**src/hdl/esf_pkg.sv**
```systemverilog
// types and constants shared by the escape sequence framer
`timescale 1ns / 1ps

package esf_pkg;

  localparam logic [7:0] BYTE_BEL      = 8'h07;
  localparam logic [7:0] BYTE_ESC      = 8'h1b;
  localparam logic [7:0] BYTE_BSL      = 8'h5c;
  localparam logic [7:0] BYTE_LBRACKET = 8'h5b;
  localparam logic [7:0] BYTE_RBRACKET = 8'h5d;
  localparam logic [7:0] BYTE_DCS      = 8'h50;
  localparam logic [7:0] BYTE_PM       = 8'h5e;
  localparam logic [7:0] BYTE_APC      = 8'h5f;
  localparam logic [7:0] BYTE_G0       = 8'h28;
  localparam logic [7:0] BYTE_G1       = 8'h29;
  localparam logic [7:0] BYTE_G2       = 8'h2a;
  localparam logic [7:0] BYTE_G3       = 8'h2b;
  localparam logic [7:0] FINAL_LO      = 8'h40;
  localparam logic [7:0] FINAL_HI      = 8'h7e;

  typedef enum logic [2:0] {
    PH_GROUND  = 3'd0,
    PH_ESC     = 3'd1,
    PH_CSI     = 3'd2,
    PH_OSC     = 3'd3,
    PH_OSC_ESC = 3'd4,
    PH_STR     = 3'd5,
    PH_STR_ESC = 3'd6,
    PH_CHARSET = 3'd7
  } phase_t;

  typedef enum logic [3:0] {
    KIND_TEXT      = 4'd0,
    KIND_ABSORB    = 4'd1,
    KIND_CSI_PARAM = 4'd2,
    KIND_CSI_FINAL = 4'd3,
    KIND_OSC_BYTE  = 4'd4,
    KIND_OSC_END   = 4'd5,
    KIND_STR_END   = 4'd6,
    KIND_SINGLE    = 4'd7,
    KIND_CHARSET   = 4'd8
  } kind_t;

  typedef struct packed {
    kind_t      kind;
    logic [7:0] tok_byte;
    logic [7:0] intro;
    logic       last;
  } token_t;

  typedef struct packed {
    token_t     first;
    token_t     second;
    logic       two;
    phase_t     phase;
    logic [7:0] intro;
  } dec_t;

endpackage

```
**src/hdl/escape_sequence_framer_unit.sv**
```systemverilog
// top level of the escape sequence framer
//
// channel  direction  ports
// in       input      in_valid, in_ready, in_byte
// out      output     out_valid, out_ready, out_token_kind, out_token_byte,
//                     out_intro_byte, out_last_of_run
//
// one byte is classified in the cycle it is transferred; its result appears
// in the result register on the next cycle. a byte that yields two results
// holds the second in a pending register, and input waits until it moves on.
// otherwise one byte per cycle while out_ready is high.
// synchronous active-low reset returns to ground with intro cleared.
// input waits while a held result sees out_ready low, and while the pending slot is in use
`timescale 1ns / 1ps

module escape_sequence_framer_unit (
  input  logic       clk,
  input  logic       rst_n,
  input  logic       in_valid,
  output logic       in_ready,
  input  logic [7:0] in_byte,
  output logic       out_valid,
  input  logic       out_ready,
  output logic [3:0] out_token_kind,
  output logic [7:0] out_token_byte,
  output logic [7:0] out_intro_byte,
  output logic       out_last_of_run
);
  import esf_pkg::*;

  phase_t     phase_r, phase_nxt;
  logic [7:0] intro_r, intro_nxt;
  token_t     out_r, out_nxt;
  token_t     pend_r, pend_nxt;
  logic       out_valid_r, out_valid_nxt;
  logic       pend_valid_r, pend_valid_nxt;
  dec_t       dec;
  logic       in_fire;
  logic       out_fire;

  esf_decode u_decode (
    .phase   (phase_r),
    .intro   (intro_r),
    .in_byte (in_byte),
    .dec     (dec)
  );

  assign in_ready = !pend_valid_r && (!out_valid_r || out_ready);
  assign in_fire  = in_valid && in_ready;
  assign out_fire = out_valid_r && out_ready;

  always_comb begin
    phase_nxt      = phase_r;
    intro_nxt      = intro_r;
    out_nxt        = out_r;
    pend_nxt       = pend_r;
    out_valid_nxt  = out_valid_r;
    pend_valid_nxt = pend_valid_r;
    if (out_fire) begin
      if (pend_valid_r) begin
        out_nxt        = pend_r;
        pend_valid_nxt = 1'b0;
      end else begin
        out_valid_nxt = 1'b0;
      end
    end
    if (in_fire) begin
      phase_nxt      = dec.phase;
      intro_nxt      = dec.intro;
      out_nxt        = dec.first;
      out_valid_nxt  = 1'b1;
      pend_nxt       = dec.second;
      pend_valid_nxt = dec.two;
    end
  end

  always_ff @(posedge clk) begin
    if (!rst_n) begin
      phase_r      <= PH_GROUND;
      intro_r      <= 8'h00;
      out_valid_r  <= 1'b0;
      pend_valid_r <= 1'b0;
    end else begin
      phase_r      <= phase_nxt;
      intro_r      <= intro_nxt;
      out_valid_r  <= out_valid_nxt;
      pend_valid_r <= pend_valid_nxt;
    end
  end

  always_ff @(posedge clk) begin
    out_r  <= out_nxt;
    pend_r <= pend_nxt;
  end

  assign out_valid       = out_valid_r;
  assign out_token_kind  = out_r.kind;
  assign out_token_byte  = out_r.tok_byte;
  assign out_intro_byte  = out_r.intro;
  assign out_last_of_run = out_r.last;

endmodule

```
**src/hdl/esf_decode.sv**
```systemverilog
// byte classifier: next phase, intro and up to two tokens for one byte
`timescale 1ns / 1ps

module esf_decode (
  input  esf_pkg::phase_t phase,
  input  logic [7:0]      intro,
  input  logic [7:0]      in_byte,
  output esf_pkg::dec_t   dec
);
  import esf_pkg::*;

  token_t     osc_tok;
  phase_t     osc_phase;

  // osc payload byte handling, shared by the osc and osc-after-esc phases
  always_comb begin
    osc_tok.tok_byte = in_byte;
    osc_tok.intro    = intro;
    osc_tok.last     = 1'b1;
    if (in_byte == BYTE_BEL) begin
      osc_tok.kind = KIND_OSC_END;
      osc_phase    = PH_GROUND;
    end else if (in_byte == BYTE_ESC) begin
      osc_tok.kind = KIND_ABSORB;
      osc_phase    = PH_OSC_ESC;
    end else begin
      osc_tok.kind = KIND_OSC_BYTE;
      osc_phase    = PH_OSC;
    end
  end

  always_comb begin
    dec.first.kind     = KIND_ABSORB;
    dec.first.tok_byte = in_byte;
    dec.first.intro    = intro;
    dec.first.last     = 1'b1;
    dec.second         = osc_tok;
    dec.two            = 1'b0;
    dec.phase          = phase;
    dec.intro          = intro;
    case (phase)
      PH_GROUND: begin
        dec.first.intro = 8'h00;
        if (in_byte == BYTE_ESC) begin
          dec.phase = PH_ESC;
        end else begin
          dec.first.kind = KIND_TEXT;
        end
      end
      PH_ESC: begin
        dec.intro       = in_byte;
        dec.first.intro = in_byte;
        if (in_byte == BYTE_LBRACKET) begin
          dec.phase = PH_CSI;
        end else if (in_byte == BYTE_RBRACKET) begin
          dec.phase = PH_OSC;
        end else if (in_byte == BYTE_DCS || in_byte == BYTE_PM || in_byte == BYTE_APC) begin
          dec.phase = PH_STR;
        end else if (in_byte == BYTE_G0 || in_byte == BYTE_G1 ||
                     in_byte == BYTE_G2 || in_byte == BYTE_G3) begin
          dec.phase = PH_CHARSET;
        end else begin
          dec.phase      = PH_GROUND;
          dec.first.kind = KIND_SINGLE;
        end
      end
      PH_CSI: begin
        if (in_byte >= FINAL_LO && in_byte <= FINAL_HI) begin
          dec.phase      = PH_GROUND;
          dec.first.kind = KIND_CSI_FINAL;
        end else begin
          dec.first.kind = KIND_CSI_PARAM;
        end
      end
      PH_OSC: begin
        dec.first = osc_tok;
        dec.phase = osc_phase;
      end
      PH_OSC_ESC: begin
        if (in_byte == BYTE_BSL) begin
          dec.phase      = PH_GROUND;
          dec.first.kind = KIND_OSC_END;
        end else begin
          // lone esc goes out as payload, then this byte is handled as in the osc phase
          dec.first.kind     = KIND_OSC_BYTE;
          dec.first.tok_byte = BYTE_ESC;
          dec.first.last     = 1'b0;
          dec.two            = 1'b1;
          dec.phase          = osc_phase;
        end
      end
      PH_STR: begin
        if (in_byte == BYTE_ESC) begin
          dec.phase = PH_STR_ESC;
        end
      end
      PH_STR_ESC: begin
        if (in_byte == BYTE_BSL) begin
          dec.phase      = PH_GROUND;
          dec.first.kind = KIND_STR_END;
        end else if (in_byte == BYTE_ESC) begin
          dec.phase = PH_STR_ESC;
        end else begin
          dec.phase = PH_STR;
        end
      end
      PH_CHARSET: begin
        dec.phase      = PH_GROUND;
        dec.first.kind = KIND_CHARSET;
      end
      default: begin
        dec.phase = PH_GROUND;
      end
    endcase
  end

endmodule
```
**config.mk**
```make
export PLATFORM = sky130hd
export DESIGN_NAME = escape_sequence_framer_unit
export DESIGN_NICKNAME = d
export VERILOG_FILES = /design/src/hdl/esf_pkg.sv /design/src/hdl/escape_sequence_framer_unit.sv /design/src/hdl/esf_decode.sv
export SDC_FILE = /design/constraint.sdc
export NUM_CORES = 1
export LEC_CHECK = 0
export BUFFER_PORTS_ARGS = -buffer_cell sky130_fd_sc_hd__buf_2
export CAP_MARGIN = 25
export CORE_ASPECT_RATIO = 1.4
export CORE_MARGIN = 2
export CORE_UTILIZATION = 30
export CTS_BUF_LIST = sky130_fd_sc_hd__clkbuf_8
export CTS_CLUSTER_DIAMETER = 30
export DETAILED_ROUTE_END_ITERATION = 7
export PLACE_DENSITY = 0.54
export REMOVE_ABC_BUFFERS = 1
export SLEW_MARGIN = 40
export SYNTH_ARGS = -nofsm -noshare
export SYNTH_HDL_FRONTEND = slang
export SYNTH_SLANG_ARGS = --single-unit
```
**constraint.sdc**
```tcl
create_clock -name clk -period 4.75 [get_ports clk]
set_input_delay 0.95 -clock clk [delete_from_list [all_inputs] [get_ports clk]]
set_output_delay 0.95 -clock clk [all_outputs]
set_load 0.02 [all_outputs]
```
=== After elaboration in Yosys (flattened, before gate mapping) ===
Index checks and enable logic that the tools add are counted.

* Register bits after elaboration: 54
* Bits of input ports: 12
* Logic and storage cells: 94

* Order comparisons: 2
* Equality and inequality tests: 23
* Multiplexer cells: 39
* Reduce and logical (&&, ||, !) cells: 19

{| class="wikitable"
|+ Operators with widths
! cell !! number
|-
| 2-to-1 mux 21 bit || 3
|-
| equality test 8 x 7 -> 1 bit, second input constant || 6
|-
| 2-to-1 mux 3 bit || 14
|-
| equality test 8 x 6 -> 1 bit, second input constant || 4
|-
| one-hot mux 4 bit (7 select lines) || 1
|-
| one-hot mux 3 bit (8 select lines) || 1
|-
| 2-to-1 mux 4 bit || 4
|-
| 2-to-1 mux 8 bit || 2
|-
| one-hot mux 8 bit (2 select lines) || 1
|-
| equality test 3 bit, second input constant || 4
|-
| 2-to-1 mux 1 bit || 12
|-
| equality test 8 x 3 -> 1 bit, second input constant || 1
|-
| equality test 8 x 5 -> 1 bit, second input constant || 1
|-
| >= comparator 8 x 7 -> 1 bit, second input constant || 1
|-
| <= comparator 8 x 7 -> 1 bit, second input constant || 1
|-
| inequality test 2 x 1 -> 1 bit, second input constant || 4
|-
| equality test 3 x 2 -> 1 bit, second input constant || 2
|-
| logical OR 1 bit || 6
|-
| AND reduction 2 bit || 3
|-
| logical AND 1 bit || 4
|-
| AND reduction 4 bit || 1
|-
| nonzero test 2 bit || 2
|-
| equality test 3 x 1 -> 1 bit, second input constant || 1
|-
| zero test 3 bit || 1
|-
| other kinds (2) || 3
|}

=== Depth between registers and ports, before layout ===
Gate-level depths: netlist of the first run.

* Depth after elaboration: 10
* Gate-level depth with buffers: 7
* Mapped depth without buffers: 6

=== Modules after synthesis ===
From an unflattened synthesis of the first run, not the netlist that was laid out.

* Cells, all modules: 250
* Area total of the unflattened synthesis: 3,012.9 µm²

{| class="wikitable"
|+ By module, submodules not included
! module !! times used !! cells each !! area each (µm²)
|-
| escape_sequence_framer_unit || 1 || 126 || 2,158.3
|-
| esf_decode || 1 || 124 || 854.6
|}

=== Least setup slack after synthesis of the first run ===
No wires, ideal clock.

* Path kind: input port to flip-flop
* Start: in in_valid
* End: reg out_r (netlist bit out_token_kind[2]), data pin
* Library setup time: 0.304 ns
* Arrival: 2.200 ns
* Path slack: 2.246 ns
* Cell stages on the path: 5
* Buffers on the path: 1
* Cells stage by stage: nand2b_1 or2_1 inv_2 clkbuf_1 a31oi_1

{| class="wikitable"
|+ RTL lines
! item !! line !! RTL
|-
| from (decl) || escape_sequence_framer_unit.sv:19 || <nowiki>input logic in_valid,</nowiki>
|-
| to (signal assigned) || escape_sequence_framer_unit.sv:92 || <nowiki>out_r <= out_nxt;</nowiki>
|-
| to (decl) || escape_sequence_framer_unit.sv:33 || <nowiki>token_t out_r, out_nxt;</nowiki>
|}

==> results of run 1 <==
[final cells by class]
type / count / area, um2 / area share (%)
Clock buffer: 7 / 96.3 / 3.48
Clock inverter: 1 / 3.75 / 0.136
Inverter: 6 / 22.5 / 0.814
Multi-Input combinational cell: 158 / 902 / 32.6
Sequential cell: 52 / 1430 / 51.7
Tap cell: 100 / 125 / 4.52
Timing Repair Buffer: 36 / 185 / 6.69
[report_power, final]
group	leakage [nW]	switching, W	internal [W]
clock	0.0557	0.000139	0.000131
combinational	0.533	0.0000598	0.0000260
sequential	0.485	0.00000466	0.000511
[cell usage after synthesis, types with 2 or more instances]
library cell  instances  area (um2)
buf_2                 7        35.0
nand2b_1              3        18.8
mux2i_1               8        80.1
nand2_1              36         135
nand3_1               3        15.0
edfxtp_1             39        1170
o22ai_1               2        12.5
nor2b_1               4        25.0
a22oi_1               2        15.0
or3_1                 2        12.5
o21ai_0               3        15.0
dfxtp_1              13         260
a31oi_1               2        12.5
buf_1                 3        11.3
a22o_1                3        26.3
o21ai_1              11        55.1
nand4bb_1             2        22.5
o31ai_1               2        15.0
o22a_1                3        26.3
clkbuf_1              9        33.8
a21oi_1              15        75.1
o211ai_1              2        15.0
nor2_1               30         113
nor4_1                2        12.5
inv_1                 5        18.8
nand4_1               3        18.8
[logic make-up (layout without fill, tap and decap cells)]
| family | count (synthesis) | in the layout | share of synthesized area, % |
|---|---|---|---|
| XOR/XNOR | 1 | 1 | 0.360 |
| multiplexers | 8 | 8 | 3.29 |
| AND/OR/NAND/NOR | 95 | 95 | 18.7 |
| flip-flops | 52 | 52 | 58.8 |
| AO/OA/AOI/OAI | 54 | 54 | 14.6 |
| buffers and inverters | 25 | 50 | 4.22 |
[per-layer routing]
layer,vias up,share of wire (%),track usage [%],wire length [um]
met4,0,3.4,6.21,172
met3,13,3.2,2.29,163
met1,842,44,14.7,2270
li1,895,-,-,-
met2,43,49,18.9,2510
met5,-,0,0,0
[path summary, 6_finish.rpt]
check | cells past startpoint | end | startpoint | slack, ns
worst min register to register | 0 | pend_r[2]$_DFFE_PP_ | intro_r[1]$_SDFFE_PN0P_ | 0.47
worst min-delay path | 0 | pend_r[2]$_DFFE_PP_ | intro_r[1]$_SDFFE_PN0P_ | 0.47
worst max-delay path | 7 | out_token_kind[0]$_DFFE_PP_ | out_ready | 2.04
worst max register to register | 6 | out_token_kind[0]$_DFFE_PP_ | pend_valid_r$_SDFFE_PN0P_ | 2.34
[layout by cell type, fill, tap and decap left out, drive strengths merged, types with 2 or more instances in the layout]
| cell | n |
|---|---|
| nand4bb | 2 |
| edfxtp | 39 |
| clkbuf | 7 |
| nand3 | 3 |
| mux2i | 8 |
| a31oi | 2 |
| o21ai | 14 |
| nand2 | 36 |
| or2 | 2 |
| a21oi | 16 |
| o22a | 3 |
| nor2 | 30 |
| nor2b | 4 |
| o211ai | 2 |
| o31ai | 2 |
| or3 | 2 |
| nand4 | 3 |
| nand2b | 3 |
| buf | 36 |
| nor4 | 2 |
| a221oi | 2 |
| dfxtp | 13 |
| o22ai | 2 |
| a22o | 3 |
| a22oi | 2 |
| inv | 7 |
[registers in the layout (all words and copies together), names as in the netlist]
signal           cells
out_token_byte       8
pend_valid_r         1
out_intro_byte       8
phase_r              3
out_token_kind       4
intro_r              8
pend_r              18
out_last_of_run      1
out_valid            1
[stage by stage]
stage	worst slack, ns	utilization (%)
final	2.04	35.5
after global routing	1.89	35.5
after CTS	2.03	35.5
after detailed placement	1.70	34.2
after global placement	1.77	34.2
after floorplan	2.15	-
==> flow_summary.ini, run 1 <==
[run_status]
status = completed

[setup_path]
cp_slowest_cell = inv_2
cp.arrival_ns = 2.77
cpPeakStageDelay_ns = 0.47
required_ns = 4.81
startpoint_type = primary input
crit_path_cell_trace = buf_2 -> nor2b_1 -> or2_1 -> buf_4 -> inv_2 -> nand2_1 -> o32a_1
critPathCaptureType = flop
critPathKind = primary input to flop
critical-path-top-delay-family = buffers and inverters
crit_fanout = 31
path_buf_inv = 3

[global_routing]
grt_pass1_vias = 1658
grt_max_degree = 32
grt_pass1_wl_mm = 8.16
overflow = 0
grt_antenna_before_repair = 0
gr-usage-all-layers_pct = 11.8

[route]
wire_per_inst_um = 14.2
num_vias = 1793
ant_nets = 0
drt_pass1_iterations = 4
vias_per_cell = 4.98
wirelength_mm = 5.11
drc = 0
drtIter0Drc = 160

[clock_network]
holdBufCountCts = 0
clockRootBuffer = clkbuf_8
path_clk_slew_ns = 0.09
cts-htree-levels = 2
numCtsBuffers = 5
cts_setup_buffers = 0
clk_latency_ns = 0.30
clock_path_buffers = 2
cts_tree = done
cts.repair.resized = 0
clock-sinks = 52

[yosys]
async_reset_ff_share_pct = 0
synth_ff_type = edfxtp_1
ys_types = 47
synth_edf_count = 39
avgSynthCellArea_um2 = 10.4
ys_warn_count = 0
syn_area_um2 = 2430
synth_seq_cells = 52
ys_seq_area_share_pct = 58.8
synthCells = 235

[power_and_ir_drop]
finalPower_w = 0.000872
peakVddDrop_uv = 147
power_density_nw_per_um2 = 315
p_leak_nw = 1.07

[min_path]
hold_path_class = flop to flop

[place]
io_buffers = 34
dpl_cell_area_um2 = 2670
dp_cells = 352
gp_congestion = 0.827
dp_hpwl_mm = 3.51

[die]
fp.dieW_um = 80.1
top_level_ports = 35
start_util_pct = 31.2
core-area_um2 = 7800
dieArea_um2 = 8850
rows = 38
die_h_um = 111

[sta]
worstMarginPinSlew_ns = 0.663
hold_viol_final = 0
fin_setup_tns_ns = 0
finalSetupViolCount = 0
fmax_mhz = 369
fin_crit_ns = 2.71
slew_headroom_pct = 55.8
rsz0062_at_grt = no
fin_skew_ns = 0.00790
min_period_over_period_pct = 57.1
slew_viol_final = 0
hold_ws_ns = 0.470

[final_layout]
nFillCells = 825
instances_no_fill = 360
layout.nets = 271
antennaDiodeCount = 0
syn2layout_area_growth_pct = 13.7
drive_gt1_share_pct = 18.8
postLayoutCellArea_um2 = 2770

[job]
cap_violations = 0
No activity file was read; power rests on OpenSTA's default activity.
==> run 2, diff against run 1 <==
clock period = 2.5 ns   (was 4.75 ns; I/O delays follow)
==> flow_summary.ini, run 2 (same netlist as run 1, synthesis figures left out) <==
[route]
num_vias = 1810
drt_pass1_iterations = 4
vias_per_cell = 4.95
drtIter0Drc = 159
drc = 0
wire_per_inst_um = 14.5
ant_nets = 0
wirelength_mm = 5.32

[place]
io_buffers = 34
gp_congestion = 0.841
dp_hpwl_mm = 3.72
place_ws_ns = 0.435

[die]
fp.dieW_um = 80.1
core-area_um2 = 7800
top_level_ports = 35
rows = 38
dieArea_um2 = 8850
die_h_um = 111
start_util_pct = 31.2

[min_path]
worstHoldEndpoint = phase_r[0]$_SDFFE_PN0P_
hold_path_class = primary input to flop
worstHoldPathCells = 3
min_from = rst_n

[clock_network]
cts_setup_buffers = 0
cts_tree = done
numCtsBuffers = 5
clock_path_buffers = 2
path_clk_slew_ns = 0.10
clock-sinks = 52
clockRootBuffer = clkbuf_8
holdBufCountCts = 0
cts-htree-levels = 2
cts.repair.resized = 0
clk_latency_ns = 0.31

[final_layout]
regMostFlops = pend_r
mostFrequentLayoutCell = edfxtp_1
drive_gt1_share_pct = 21.1
mostFrequentLayoutCells = 39 x edfxtp_1, 36 x nand2_1, 34 x buf_2, 30 x nor2_1, 14 x a21oi_1
largest_register_ffs = 18
syn2layout_area_growth_pct = 17.1
antennaDiodeCount = 0
layout.nets = 277

[setup_path]
critPathCaptureType = flop
required_ns = 2.69
crit_fanout = 12
cp.arrival_ns = 2.06
worstSetupStartpoint = phase_r[1]$_SDFFE_PN0P_
ff2ff_setup_slack_ns = 0.63
startpoint_type = flop
critPathKind = flop to flop
reg2reg_depth = 5
reg2reg_to = intro_r[7]$_SDFFE_PN0P_
r2r_start = phase_r[1]$_SDFFE_PN0P_

[power_and_ir_drop]
peakVddDrop_uv = 363
p_sw_share_pct = 22.2
p_leak_nw = 1.12
power_density_nw_per_um2 = 645
internal-power_w = 0.00143
power_frac_seq_pct = 53.4
clockPowerShare_pct = 37.5
p_sw_w = 0.000408
pwr-share-comb_pct = 9.2

[sta]
min_period_over_period_pct = 74.7
finalSetupViolCount = 0
rsz0062_at_grt = no
slew_viol_final = 0
fmax_mhz = 535
slew_headroom_pct = 63.3
fin_ws_ns = 0.631
fin_crit_ns = 1.87
worstMarginPinSlew_ns = 0.541
hold_viol_final = 0
fin_skew_ns = 0.00550
fin_setup_tns_ns = 0

[global_routing]
grt_max_degree = 22
grt_pass1_wl_mm = 8.70
grt_pass1_vias = 1777
grt_antenna_before_repair = 0
overflow = 0
gr-usage-all-layers_pct = 12.5

[job]
cap_violations = 0

[run_status]
status = completed
## run 2: cell types whose count changed in the layout (fill, tap and decap cells not counted)
cell       previous run  this run
inv_6                 0         1
inv_1                 6         5
buf_4                 2         8
bufinv_16             0         2
clkbuf_8              7         5
## run 2: power groups by stage
stage	Clock [W]	Combinational (W)	Sequential, W
detailed placement	0	0.000171	0.00100
CTS	0.000705	0.000172	0.000981
global placement	0	0.000170	0.00100
global route	0.000740	0.000186	0.000984
finish	0.000688	0.000168	0.000980
floorplan	0	0.0000619	0.00103
## run 2: metal layers
layer	part of all wire, %	global-route usage (%)	wire length (um)	vias to the layer above
met5	0	0	0	-
li1	-	-	-	905
met1	44	15.8	2340	859
met4	2.0	4.86	106	0
met3	3.5	2.29	187	6
met2	50	20.8	2680	40
## run 2: metrics by stage
step | total power (W) | util (%) | hold slack [ns] | std cells | area [um2]
global route | 0.00191 | 36.5 | 0.461 | 366 | 2850
floorplan | 0.00110 | - | 0.430 | 216 | 2350
CTS | 0.00186 | 36.5 | 0.451 | 366 | 2850
finish | 0.00184 | 36.5 | 0.458 | 366 | 2850
detailed placement | 0.00117 | 34.8 | 0.447 | 358 | 2710
global placement | 0.00117 | 34.8 | 0.445 | 358 | 2710
## run 2: layout make-up
class	instances	area, um2
Sequential cell	52	1430
Multi-Input combinational cell	158	902
Inverter	6	22.5
Clock buffer	5	68.8
Fill cell	821	4950
Clock inverter	3	68.8
Tap cell	100	125
Timing Repair Buffer	42	230
## run 2: worst max-delay path: stages, from the launching register on
cell	delay, ns
dfxtp_1	0.57
inv_1	0.21
nand2_1	0.18
or3_1	0.45
mux2i_1	0.28
nor2_1	0.05
## run 2: worst max-delay path by stage
stage | depth (start not counted) | to | slack, ns
2_1_floorplan | 4 | out_token_byte[3]$_DFFE_PP_ | 0.33
4_1_cts | 5 | intro_r[7]$_SDFFE_PN0P_ | 0.62
3_5_place_dp | 5 | out_token_kind[0]$_DFFE_PP_ | 0.43
5_1_grt | 5 | intro_r[1]$_SDFFE_PN0P_ | 0.49
3_3_place_gp | 5 | out_token_kind[0]$_DFFE_PP_ | 0.43
6_report | 5 | intro_r[7]$_SDFFE_PN0P_ | 0.63
